<file path="src/rtl/plec_pkg.sv">
package plec_pkg;

  // List size and derived widths
  localparam int CAPACITY = 64;
  localparam int CNT_W    = $clog2(CAPACITY + 1);
  localparam int POS_W    = 7;
  localparam int OUT_W    = 7;
  localparam int DATA_W   = 32;
  localparam int CMP_W    = (CNT_W > POS_W) ? CNT_W : POS_W;

  // Cells are reduced in groups of eight
  localparam int GROUP_N  = 8;
  localparam int GSEL_W   = $clog2(GROUP_N);
  localparam int NGRP     = (CAPACITY + GROUP_N - 1) / GROUP_N;
  localparam int NCELL    = NGRP * GROUP_N;

  typedef enum logic [1:0] {
    MODE_INSERT = 2'd0,
    MODE_REMOVE = 2'd1,
    MODE_READ   = 2'd2,
    MODE_SEARCH = 2'd3
  } plec_mode_e;

  typedef enum logic [1:0] {
    ST_OK    = 2'd0,
    ST_EMPTY = 2'd1,
    ST_FULL  = 2'd2,
    ST_MISS  = 2'd3
  } plec_status_e;

  typedef enum logic [1:0] {
    S_IDLE,
    S_SCAN,
    S_MERGE
  } plec_state_e;

  // Broadcast to every cell
  typedef struct packed {
    logic              upd_ins;
    logic              upd_rem;
    logic [CNT_W-1:0]  at;
    logic [CNT_W-1:0]  cnt;
    logic [DATA_W-1:0] val;
  } plec_op_t;

  // Registered summary of one group of cells
  typedef struct packed {
    logic              hit;
    logic [GSEL_W-1:0] first;
    logic [DATA_W-1:0] data;
  } plec_grp_t;

endpackage

</file>
<file path="src/rtl/plec_group.sv">
module plec_group import plec_pkg::*; (
  input  logic                           clk_i,
  input  logic [GROUP_N-1:0]             match_i,
  input  logic [GROUP_N-1:0][DATA_W-1:0] data_i,
  output plec_grp_t                      grp_o
);

  plec_grp_t grp_q, grp_d;

  always_comb begin
    grp_d       = '0;
    grp_d.hit   = |match_i;
    // descending walk leaves the lowest match selected
    for (int k = GROUP_N - 1; k >= 0; k--) begin
      if (match_i[k]) begin
        grp_d.first = GSEL_W'(k);
      end
    end
    for (int k = 0; k < GROUP_N; k++) begin
      grp_d.data = grp_d.data | data_i[k];
    end
  end

  always_ff @(posedge clk_i) begin
    grp_q <= grp_d;
  end

  assign grp_o = grp_q;

endmodule

</file>
<file path="config.mk">
export PLATFORM = sky130hd
export DESIGN_NAME = plec_group
export DESIGN_NICKNAME = d
export VERILOG_FILES = /design/src/rtl/plec_pkg.sv /design/src/rtl/plec_group.sv
export SDC_FILE = /design/constraint.sdc
export NUM_CORES = 1
export LEC_CHECK = 0
export ABC_AREA = 1
export BUFFER_PORTS_ARGS = -buffer_cell sky130_fd_sc_hd__buf_2
export CORE_AREA = 4 4 114 116
export DETAILED_ROUTE_END_ITERATION = 12
export DIE_AREA = 0 0 118 120
export PLACE_DENSITY = 0.51
export SYNTH_ARGS = -nofsm -noshare
export SYNTH_HDL_FRONTEND = slang
export SYNTH_SLANG_ARGS = --single-unit
</file>
<file path="constraint.sdc">
create_clock -name clk_i -period 0.8 [get_ports clk_i]
set_input_delay 0 -clock clk_i [delete_from_list [all_inputs] [get_ports clk_i]]
set_output_delay 0 -clock clk_i [all_outputs]
set_load 0.02 [all_outputs]
</file>
==> impl_summary.txt <==
----------------------------------------------------
[Yosys]
  Top cell types by occurrence after synthesis ... 64 x nor4_1, 39 x nand2_1, 36 x dfxtp_1, 8 x inv_1
  Yosys warnings ... 0
  Proportion of synthesized chip area in sequential cells ... 0.538
  Number of instances in the synthesized netlist ... between 150 and 200
  Post-synth top flop ... dfxtp_1
  Most common cell in the synthesized netlist ... nor4_1
  Share of the synthesized area in the top cell type ... 0.538
  Top area cells in the synthesized netlist ... dfxtp_1 54%, nor4_1 30%, nand2_1 11%
  Syn avg cell area ... 8.70 sq um
  Largest area contributor in the synthesized netlist ... dfxtp_1
  Unique cell type count in the Yosys netlist ... 11
  Post-synthesis sequential element count ... 36
  Share of synthesized registers carrying an async set or reset ... 0
  Net Count, Synth ... about 420
  Cell area after technology mapping ... 1340 sq um
  Number of synthesized flops with an enable pin ... 0

[Global route]
  Vias in the first global route ... between 2000 and 3000
  First-pass GRT wire length ... between 10 and 15 mm
  Largest net degree at the start of global routing ... 11
  Busiest layer in global routing ... met2
  Number of antenna violations at the first check in global routing ... 0
  Global-route met3 utilization ... 0.0405
  Overall fraction of global-route tracks in use ... 0.114
  Grt total ovfl ... 0
  Met1 layer usage reported by global route ... 0.123
  GR met2 Demand/Resource ... 0.213

[Setup path]
  Crit. End Element ... flip-flop
  Maximum fanout encountered on the critical timing path ... 1
  Cell type of the slowest stage on the worst timing path ... dlygate4sd3_1
  Worst setup path startpoint ... data_i[76]
  Maximum single-stage delay on the critical path ... 0.53 ns
  Worst Path Class, Setup ... in -> reg
  Critical Path, Cell by Cell ... dlygate4sd3_1 -> buf_2 -> nor4_2 -> nand2_1
  CP startpoint kind ... input port
  Worst Path Arrival ... 0.96 ns
  Endpoint required time on the critical path ... 0.96 ns

[Drt]
  Detailed Routing Iterations Pass 1 ... 4
  Total wirelength of the detailed-routed design ... between 8 and 9 mm
  Antenna-violating nets left ... 0
  Residual DRC ... 0
  Iteration-0 DRC count of the detailed router ... 52
  Post-DR vias/cell ... 4.02
  WL per Instance ... approximately 14 um
  Total via count in the routed design ... between 2000 and 3000

[Floorplan]
  Vertical die dimension ... around 120 um
  Initial core utilization ... 0.112
  Total number of placement rows ... 40
  Area of the core ... 11900 sq um
  Floorplan die width ... ~120 um
  Die area ... 14200 sq um
  Count of pins on the block boundary ... around 300

[Place]
  Placer Congestion ... around 0.87
  Worst slack, placed ... 0.0920 ns
  Port buffer count ... 300
  Post-placement cell area ... just over 3000 sq um
  Placed instance count ... 601
  Dpl hpwl ... 7.34 mm

[Power and ir drop]
  Worst supply voltage drop on vdd ... 675 uV
  Leakage power ... between 1.5 and 2 nW
  Total Power ... between 4 and 5 mW
  Power density of the placed cells ... 1260 nW/um^2

[Finish]
  Proportion of layout cells with a drive suffix above 1 ... 0.645
  Number of flip-flops under the largest register name ... 36
  Synth-to-Final Area Change ... 183%
  Post-Layout Cell Count ... 649
  Number of filler cells placed in the layout ... ~1200
  Final layout net count ... 766
  Post-route cell area ... about 3800 sq um
  # diodes ... 0

[Clock network]
  Deepest clock path buffer count ... 2
  Root buffer cell ... clkbuf_16
  CTS tree ... done
  Number of clock buffers inserted by TritonCTS ... 5
  Buffers inserted by post-CTS timing repair ... 0
  H-tree level count ... 2
  # clock sinks ... 36
  Clock slew seen by the registers of the worst setup and hold paths ... ~0.050 ns

[Run status]
  Violated checks ... negative hold slack
  Run status ... finished, violations left

[Timing]
  Measured slew at the worst slew-check pin ... approximately 0.37 ns
  Setup violations, final ... 0
  Max frequency ... around 1300 MHz
  Slew Limit Headroom ... 0.750
  Shortest clock period the worst path allows after layout ... 0.797 ns
  Final Slew Violations ... 0
  Final period utilization ... 0.996
  Hold slack ... -0.0932 ns
  Hold violation count in the final report ... 32
  Final worst setup slack ... 0.00337 ns

[Min path]
  Startpoint of the tightest hold check path ... data_i[25]
  Hold Path Class ... in -> reg

[Flow run]
  Max-cap viol count ... 0

----------------------------------------------------
[layout by cell type, fill, tap and decap left out, types with 2 or more instances in the layout]
master         count
nor4_2            19
inv_1              5
nor4_4             3
nand2_1           39
buf_4              3
dfxtp_1           35
clkbuf_16          5
dlygate4sd3_1     50
buf_2            287
inv_2              3
nor4_1            42
clkbuf_1           2
[path summary, 6_finish.rpt]
path | to | slack (ns) | cells past startpoint
worst min-delay path | grp_o[25] | -0.09 | 3
worst max-delay path | grp_o[12] | 0.003 | 4
[critical path: cells and delay by family]
family / cells / cell delay [ns]
buffers and inverters: 2 / 0.66
and+or+nand+nor: 2 / 0.30
[layout make-up]
cell class                      count  area (sq um)  area share
Timing Repair Buffer              340          1960       0.516
Multi-Input combinational cell    110           757       0.199
Sequential cell                    36           722       0.190
Tap cell                          147           184      0.0484
Clock buffer                        8           146      0.0385
Inverter                            8          30.0     0.00791
[power by group]
part | switching [mW] | total, mW | internal [mW]
logic | 0.360 | 1.03 | 0.671
clock network | 0.712 | 1.95 | 1.24
registers | 0.00290 | 1.81 | 1.81
total | 1.07 | 4.79 | 3.72
[layer usage]
metal | routed length (um) | vias up
met5 | 0 | -
met4 | 96 | 0
met3 | 799 | 7
met2 | 4730 | 159
met1 | 3270 | 1159
li1 | - | 1284
[cells by family after synthesis]
logic type	share of synthesized area
DFF	0.538
and+or+nand+nor	0.431
buffers and inverters	0.0224
AOI/OAI and AO/OA	0.00840
[per-stage QoR]
step	utilization	setup TNS [ns]	hold slack, ns
floorplan	-	0	0.0691
global placement	0.254	0	0.185
detailed placement	0.254	0	0.185
CTS	0.306	0	-0.108
global route	0.319	-0.114	-0.0960
finish	0.319	0	-0.0932
[timing repair]
| action | CTS | global route |
|---|---|---|
| endpoints found under the hold margin | 36 | 32 |
| hold buffers | 47 | 3 |
| endpoints found under the setup margin | 2 | 25 |
| gates resized for setup | 2 | 31 |
| pin swaps | 0 | 13 |
Note: power is estimated with default switching activity, not from simulation.
