[config.mk]
export PLATFORM = sky130hd
export DESIGN_NAME = plec_cell
export DESIGN_NICKNAME = d
export VERILOG_FILES = /design/src/rtl/plec_pkg.sv /design/src/rtl/plec_cell.sv
export SDC_FILE = /design/constraint.sdc
export NUM_CORES = 1
export LEC_CHECK = 0
export BUFFER_PORTS_ARGS = -buffer_cell sky130_fd_sc_hd__buf_2
export CAP_MARGIN = 10
export CELL_PAD_IN_SITES_DETAIL_PLACEMENT = 0
export CELL_PAD_IN_SITES_GLOBAL_PLACEMENT = 2
export CORE_AREA = 2 2 109 111
export CTS_BUF_LIST = sky130_fd_sc_hd__clkbuf_2
export CTS_CLUSTER_DIAMETER = 120
export CTS_CLUSTER_SIZE = 40
export DETAILED_ROUTE_END_ITERATION = 16
export DIE_AREA = 0 0 111 113
export PLACE_DENSITY_LB_ADDON = 0.3
export SYNTH_ARGS = -nofsm -noshare
export SYNTH_HDL_FRONTEND = slang
export SYNTH_SLANG_ARGS = --single-unit
export TNS_END_PERCENT = 1
[constraint.sdc]
create_clock -name clk_i -period 5.2 [get_ports clk_i]
set_input_delay 0.78 -clock clk_i [delete_from_list [all_inputs] [get_ports clk_i]]
set_output_delay 0.78 -clock clk_i [all_outputs]
set_load 0.03 [all_outputs]
[src/rtl/plec_pkg.sv]
package plec_pkg;

  // List size and derived widths
  localparam int CAPACITY = 64;
  localparam int CNT_W    = $clog2(CAPACITY + 1);
  localparam int POS_W    = 7;
  localparam int OUT_W    = 7;
  localparam int DATA_W   = 32;
  localparam int CMP_W    = (CNT_W > POS_W) ? CNT_W : POS_W;

  // Cells are reduced in groups of eight
  localparam int GROUP_N  = 8;
  localparam int GSEL_W   = $clog2(GROUP_N);
  localparam int NGRP     = (CAPACITY + GROUP_N - 1) / GROUP_N;
  localparam int NCELL    = NGRP * GROUP_N;

  typedef enum logic [1:0] {
    MODE_INSERT = 2'd0,
    MODE_REMOVE = 2'd1,
    MODE_READ   = 2'd2,
    MODE_SEARCH = 2'd3
  } plec_mode_e;

  typedef enum logic [1:0] {
    ST_OK    = 2'd0,
    ST_EMPTY = 2'd1,
    ST_FULL  = 2'd2,
    ST_MISS  = 2'd3
  } plec_status_e;

  typedef enum logic [1:0] {
    S_IDLE,
    S_SCAN,
    S_MERGE
  } plec_state_e;

  // Broadcast to every cell
  typedef struct packed {
    logic              upd_ins;
    logic              upd_rem;
    logic [CNT_W-1:0]  at;
    logic [CNT_W-1:0]  cnt;
    logic [DATA_W-1:0] val;
  } plec_op_t;

  // Registered summary of one group of cells
  typedef struct packed {
    logic              hit;
    logic [GSEL_W-1:0] first;
    logic [DATA_W-1:0] data;
  } plec_grp_t;

endpackage

[src/rtl/plec_cell.sv]
module plec_cell import plec_pkg::*; (
  input  logic              clk_i,
  input  logic [CNT_W-1:0]  idx_i,
  input  plec_op_t          op_i,
  input  logic [DATA_W-1:0] left_i,
  input  logic [DATA_W-1:0] right_i,
  output logic [DATA_W-1:0] entry_o,
  output logic              match_o,
  output logic [DATA_W-1:0] rd_data_o
);

  logic [DATA_W-1:0] entry_q, entry_d;
  logic [CNT_W-1:0]  idx_nx;

  assign idx_nx = idx_i + CNT_W'(1);

  always_comb begin
    entry_d = entry_q;
    if (op_i.upd_ins) begin
      if (idx_i == op_i.at) begin
        entry_d = op_i.val;
      end else if (idx_i > op_i.at && idx_i <= op_i.cnt) begin
        entry_d = left_i;  // move back by one
      end
    end else if (op_i.upd_rem) begin
      if (idx_i >= op_i.at && idx_nx < op_i.cnt) begin
        entry_d = right_i; // close the gap
      end
    end
  end

  always_ff @(posedge clk_i) begin
    entry_q <= entry_d;
  end

  assign entry_o   = entry_q;
  assign match_o   = (entry_q == op_i.val) && (idx_i < op_i.cnt);
  assign rd_data_o = (idx_i == op_i.at) ? entry_q : '0;

endmodule

==> flow_summary.ini, run 1 <==
[run_status]
status = finished, final reports clean

[floorplanning]
rows = 39
dieArea_um2 = 12500
io_pins = 185
start_util_pct = 24.6
fp.dieW_um = 111
core_um2 = 11300
fp.dieH_um = 113

[drt]
wirelength_um = 9150
drc = 0
num_vias = 2755
routedWlPerCell_um = 14.8
via_per_inst = 4.45
ant_nets = 0
first_pass_iters = 4
drtIter0Drc = 85

[cts]
cts_max_level = 2
cts-root-buf = clkbuf_2
cts_tree = done
cts_resized = 0
clkSinkCount = 32
hold_buffers = 0
cts_buffer_depth = 2
post_cts_buffers = 0
clk_pin_slew_ns = 0.20
cts_made_buffers = 5

[sta]
fin_setup_tns_ns = 0
hold_slack_ns = 0.703
hold_viol = 0
finalCritPeriodShare_pct = 67.2
fmax_mhz = 286
slew_headroom_pct = 53.6
setup_viol = 0
drv_slew = 0
finalCriticalPeriod_ns = 3.49
worst_pin_slew_ns = 0.696
rsz0062_at_grt = no

[critical_path]
worst-path-buf-inv = 3
arrival_ns = 2.71
path_cells = buf_2, ha_1, nand4_1, nor2_4, buf_4, and2_1, buf_2
worstPathMaxFanout = 45
cp-start-kind = input port
critPathKind = in -> out
cp.required_ns = 4.42
crit_family = buffers and inverters
slowest_delay_ns = 0.54
crit_top_cell = buf_2
worstSetupEndpointType = output pin
cp_slowest_cell = buf_4

[hold_path]
hold_start = right_i[20]
min_to = entry_o[20]
whs_path_depth = 3
hold_class = in -> reg

[cells_and_area]
largest_reg_flops = 32
fin_cells = 619
fillCellCount = 1229
antennaDiodeCount = 0
layout.nets = 617
area_growth_pct = 40.0
drive_gt1_share_pct = 41.4
final_core_util_pct = 34.4

[global_routing]
gr-total-overflow = 0
grt_usage_pct = 14.0
grt_pass1_wl_um = 13700
grt_max_degree = 67
grt_pass1_vias = 2645
antenna_found_initial = 0

[power_and_ir_drop]
p_leak_nw = 1.87
pwr_density_cell_nw_per_um2 = 206
ir_worst_vdd_uv = 83.4

[placement]
placed_cells = 611
portBuffers = 184
place_hpwl_um = 7480
gp_congestion = 0.759

[synthesis]
syn_inst = 294
seq_area_frac_synth_pct = 34.7
yosysUniqueCellTypes = 31
yosysWarnings = 0
syn_area_per_cell_um2 = 9.42
synth_area_um2 = 2770
synth_seq_cells = 32
synth_fp_nets = 436

[flow_run]
drv_cap = 0
## power by group
part	switching, W	total, W	internal [W]
clock	0.000101	0.000133	0.0000326
sequential	0.0000339	0.000364	0.000331
combinational	0.000187	0.000301	0.000115
total	0.000321	0.000799	0.000478
## area by class of cell
class / instances / area (µm²) / share of cell area (%)
repair buffers: 188 / 963 / 24.8
clock inverters: 3 / 18.8 / 0.484
clock buffers: 5 / 25.0 / 0.645
well taps: 143 / 179 / 4.61
multi-input cells: 235 / 1680 / 43.4
inverters: 13 / 48.8 / 1.26
flip-flops and latches: 32 / 961 / 24.8
## how the worst max path moves through the flow
stage | from | to | slack (ns) | cells past startpoint
2_1_floorplan | op_i[36] | match_o | 2.01 | 6
3_3_place_gp | idx_i[6] | rd_data_o[18] | 1.70 | 7
3_5_place_dp | idx_i[6] | rd_data_o[16] | 1.67 | 7
4_1_cts | idx_i[6] | rd_data_o[16] | 1.67 | 7
5_1_grt | idx_i[6] | rd_data_o[22] | 1.50 | 7
6_report | idx_i[6] | rd_data_o[16] | 1.71 | 7
## layout by cell type, fill, tap and decap left out, types with 2 or more instances in the layout
cell and count:
nand3_1 9, xor2_1 33, a211oi_1 2, nand3b_1 2
a21oi_1 37, buf_2 184, and2_1 32, mux2i_1 32
nor4_1 8, xnor2_1 4, inv_1 13, nand2_1 2
nand4_1 4, buf_4 3, o21ai_0 2, clkbuf_2 5
ha_1 22, clkinv_2 2, edfxtp_1 32, nor2_1 36
## per-layer routing
layer  up-vias  track usage [%]  part of all wire [%]
met5         -                0                     0
met4         0             3.92                   1.5
met3         8             3.70                   7.0
met2       105             23.1                    47
met1      1235             18.2                    44
li1       1407                -                     -
## synth_stat cells (all sizes together)
| master | number | area, µm² |
|---|---|---|
| inv | 13 | 48.8 |
| and2 | 32 | 200 |
| nor2b | 1 | 6.26 |
| nor4 | 8 | 50.1 |
| xor2 | 33 | 289 |
| ha | 22 | 275 |
| o21ai | 2 | 10.0 |
| or3 | 1 | 6.26 |
| a21o | 1 | 7.51 |
| a31oi | 1 | 6.26 |
| a211oi | 2 | 15.0 |
| buf | 5 | 48.8 |
| edfxtp | 32 | 961 |
| xnor2 | 4 | 35.0 |
| mux2i | 32 | 320 |
| nand3 | 9 | 45.0 |
| o2111ai | 1 | 8.76 |
| and3 | 1 | 6.26 |
| nor2 | 37 | 141 |
| nand2 | 2 | 7.51 |
| o211a | 1 | 10.0 |
| clkbuf | 9 | 33.8 |
| nand2b | 1 | 6.26 |
| nand4 | 4 | 25.0 |
| nand3b | 2 | 15.0 |
| a21oi | 37 | 185 |
| nor3 | 1 | 5.00 |
## through the flow
step	total power [W]	instance area (µm²)	worst slack [ns]
after floorplan	0.000543	2770	2.01
final	0.000799	3880	1.71
after CTS	0.000813	3880	1.67
after global placement	0.000676	3830	1.70
after detailed placement	0.000678	3830	1.67
after global routing	0.000852	3880	1.50
## cells by family (layout without fill, tap and decap cells)
kind of cell    after synthesis  in the layout  synth area share, %
flops                        32             32                 34.7
compound gates               45             45                 8.77
fa+ha+maj                    22             22                 9.94
mux                          32             32                 11.6
buf+inv                      27            209                 4.74
simple gates                 99             99                 18.6
xor+xnor                     37             37                 11.7
No activity file was read; power rests on OpenSTA's default activity.
==> inputs of run 2 (changes only) <==
CORE_AREA = 2 2 118 120   (was 2 2 109 111)
DIE_AREA = 0 0 120 122   (was 0 0 111 113)
clock period = 3 ns   (was 5.2 ns; I/O delays follow)
==> flow_summary.ini, run 2 (synthesized netlist as in run 1, its figures left out) <==
[sta]
drv_slew = 0
fin_setup_tns_ns = 0
slew_headroom_pct = 62.3
rsz0062_at_grt = no
worst_pin_slew_ns = 0.566
setup_viol = 0
fmax_mhz = 405
hold_viol = 0
finalCriticalPeriod_ns = 2.47
finalCritPeriodShare_pct = 82.4

[power_and_ir_drop]
power.total_w = 0.00137
pwr_density_cell_nw_per_um2 = 350
p_int_w = 0.000829
p_sw_share_pct = 39.6
ir_worst_vdd_uv = 126
p_leak_nw = 1.87
power_frac_seq_pct = 46.0
comb_power_share_pct = 38.8
p_switching_w = 0.000544
power.share.clock_pct = 15.2

[critical_path]
worstSetupEndpointType = output pin
worstPathMaxFanout = 4
critPathKind = in -> out
arrival_ns = 2.02
crit_top_cell = buf_2
path_cells = buf_2, ha_1, a211oi_1, nor2_1, or3_1, nor3_1, buf_2
cp.required_ns = 2.55
slowest_delay_ns = 0.36
cp-start-kind = input port
cp_slowest_cell = or3_1

[drt]
via_per_inst = 4.22
wirelength_um = 9610
num_vias = 2764
drtIter0Drc = 76
routedWlPerCell_um = 14.7
first_pass_iters = 5
ant_nets = 0
drc = 0

[floorplanning]
core_um2 = 13500
io_pins = 185
fp.dieH_um = 122
start_util_pct = 20.5
dieArea_um2 = 14600
fp.dieW_um = 120
rows = 43

[global_routing]
grt_max_degree = 55
grt_pass1_wl_um = 14300
gr-total-overflow = 0
antenna_found_initial = 0
grt_pass1_vias = 2723
grt_usage_pct = 12.7

[cts]
clk_pin_slew_ns = 0.19
hold_buffers = 0
post_cts_buffers = 0
clkSinkCount = 32
cts_tree = done
cts_buffer_depth = 2
cts_max_level = 2
cts_made_buffers = 5
cts_resized = 0
cts-root-buf = clkbuf_2

[cells_and_area]
antennaDiodeCount = 0
area_growth_pct = 41.8
drive_gt1_share_pct = 41.3
mostFrequentLayoutCells = buf_2 (184), a21oi_1 (37), nor2_1 (36)
layout.nets = 617
largest_reg_flops = 32
final_common_cell = buf_2

[placement]
place_hpwl_um = 7850
gp_congestion = 0.821
portBuffers = 184

[hold_path]
hold_class = in -> reg

[run_status]
status = finished, final reports clean

[flow_run]
drv_cap = 0
## run 2: changes by cell type in the layout (fill, tap and decap cells not counted), sizes merged
cell,before,now
clkbuf,5,6
clkinv,3,1
## run 2: final timing paths
check         end  depth (start not counted)  slack, ns        from
min    entry_o[9]                          3       0.39  right_i[9]
max       match_o                          7       0.53    idx_i[4]
## run 2: power groups by stage
| stage | clock network [W] | logic [W] | registers [W] |
|---|---|---|---|
| global route | 0.000244 | 0.000589 | 0.000644 |
| finish | 0.000209 | 0.000533 | 0.000631 |
| detailed placement | 0 | 0.000539 | 0.000644 |
| global placement | 0 | 0.000537 | 0.000641 |
| floorplan | 0 | 0.000187 | 0.000753 |
| CTS | 0.000227 | 0.000542 | 0.000634 |
## run 2: layer usage
metal / GRT usage [%] / wire (µm)
met1: 16.1 / 4040
met3: 2.90 / 739
met2: 22.2 / 4760
met5: 0 / 0
met4: 2.13 / 65
## run 2: layout make-up
type                            count  area, µm²
Multi-Input combinational cell    235       1680
Clock buffer                        6       30.0
Tap cell                          180        225
Timing Repair Buffer              188        976
Sequential cell                    32        961
Inverter                           13       48.8
Fill cell                        1506       9580
Clock inverter                      1       5.00
## run 2: metrics by stage
| step | cell area (µm²) | setup WS (ns) | hold slack [ns] | instances | utilization, % |
|---|---|---|---|---|---|
| floorplan | 2770 | 0.360 | 0.676 | 294 | - |
| global placement | 3890 | 0.478 | 0.766 | 648 | 28.8 |
| detailed placement | 3890 | 0.449 | 0.774 | 648 | 28.8 |
| CTS | 3930 | 0.476 | 0.360 | 655 | 29.1 |
| global route | 3930 | 0.354 | 0.356 | 655 | 29.1 |
| finish | 3930 | 0.529 | 0.388 | 655 | 29.1 |
## run 2: worst max-delay path, delay by kind of cell
family | cells | cell delay (ns)
AOI/OAI and AO/OA | 1 | 0.27
adders and majority gates | 1 | 0.31
buffers and inverters | 2 | 0.37
and+or+nand+nor | 3 | 0.63
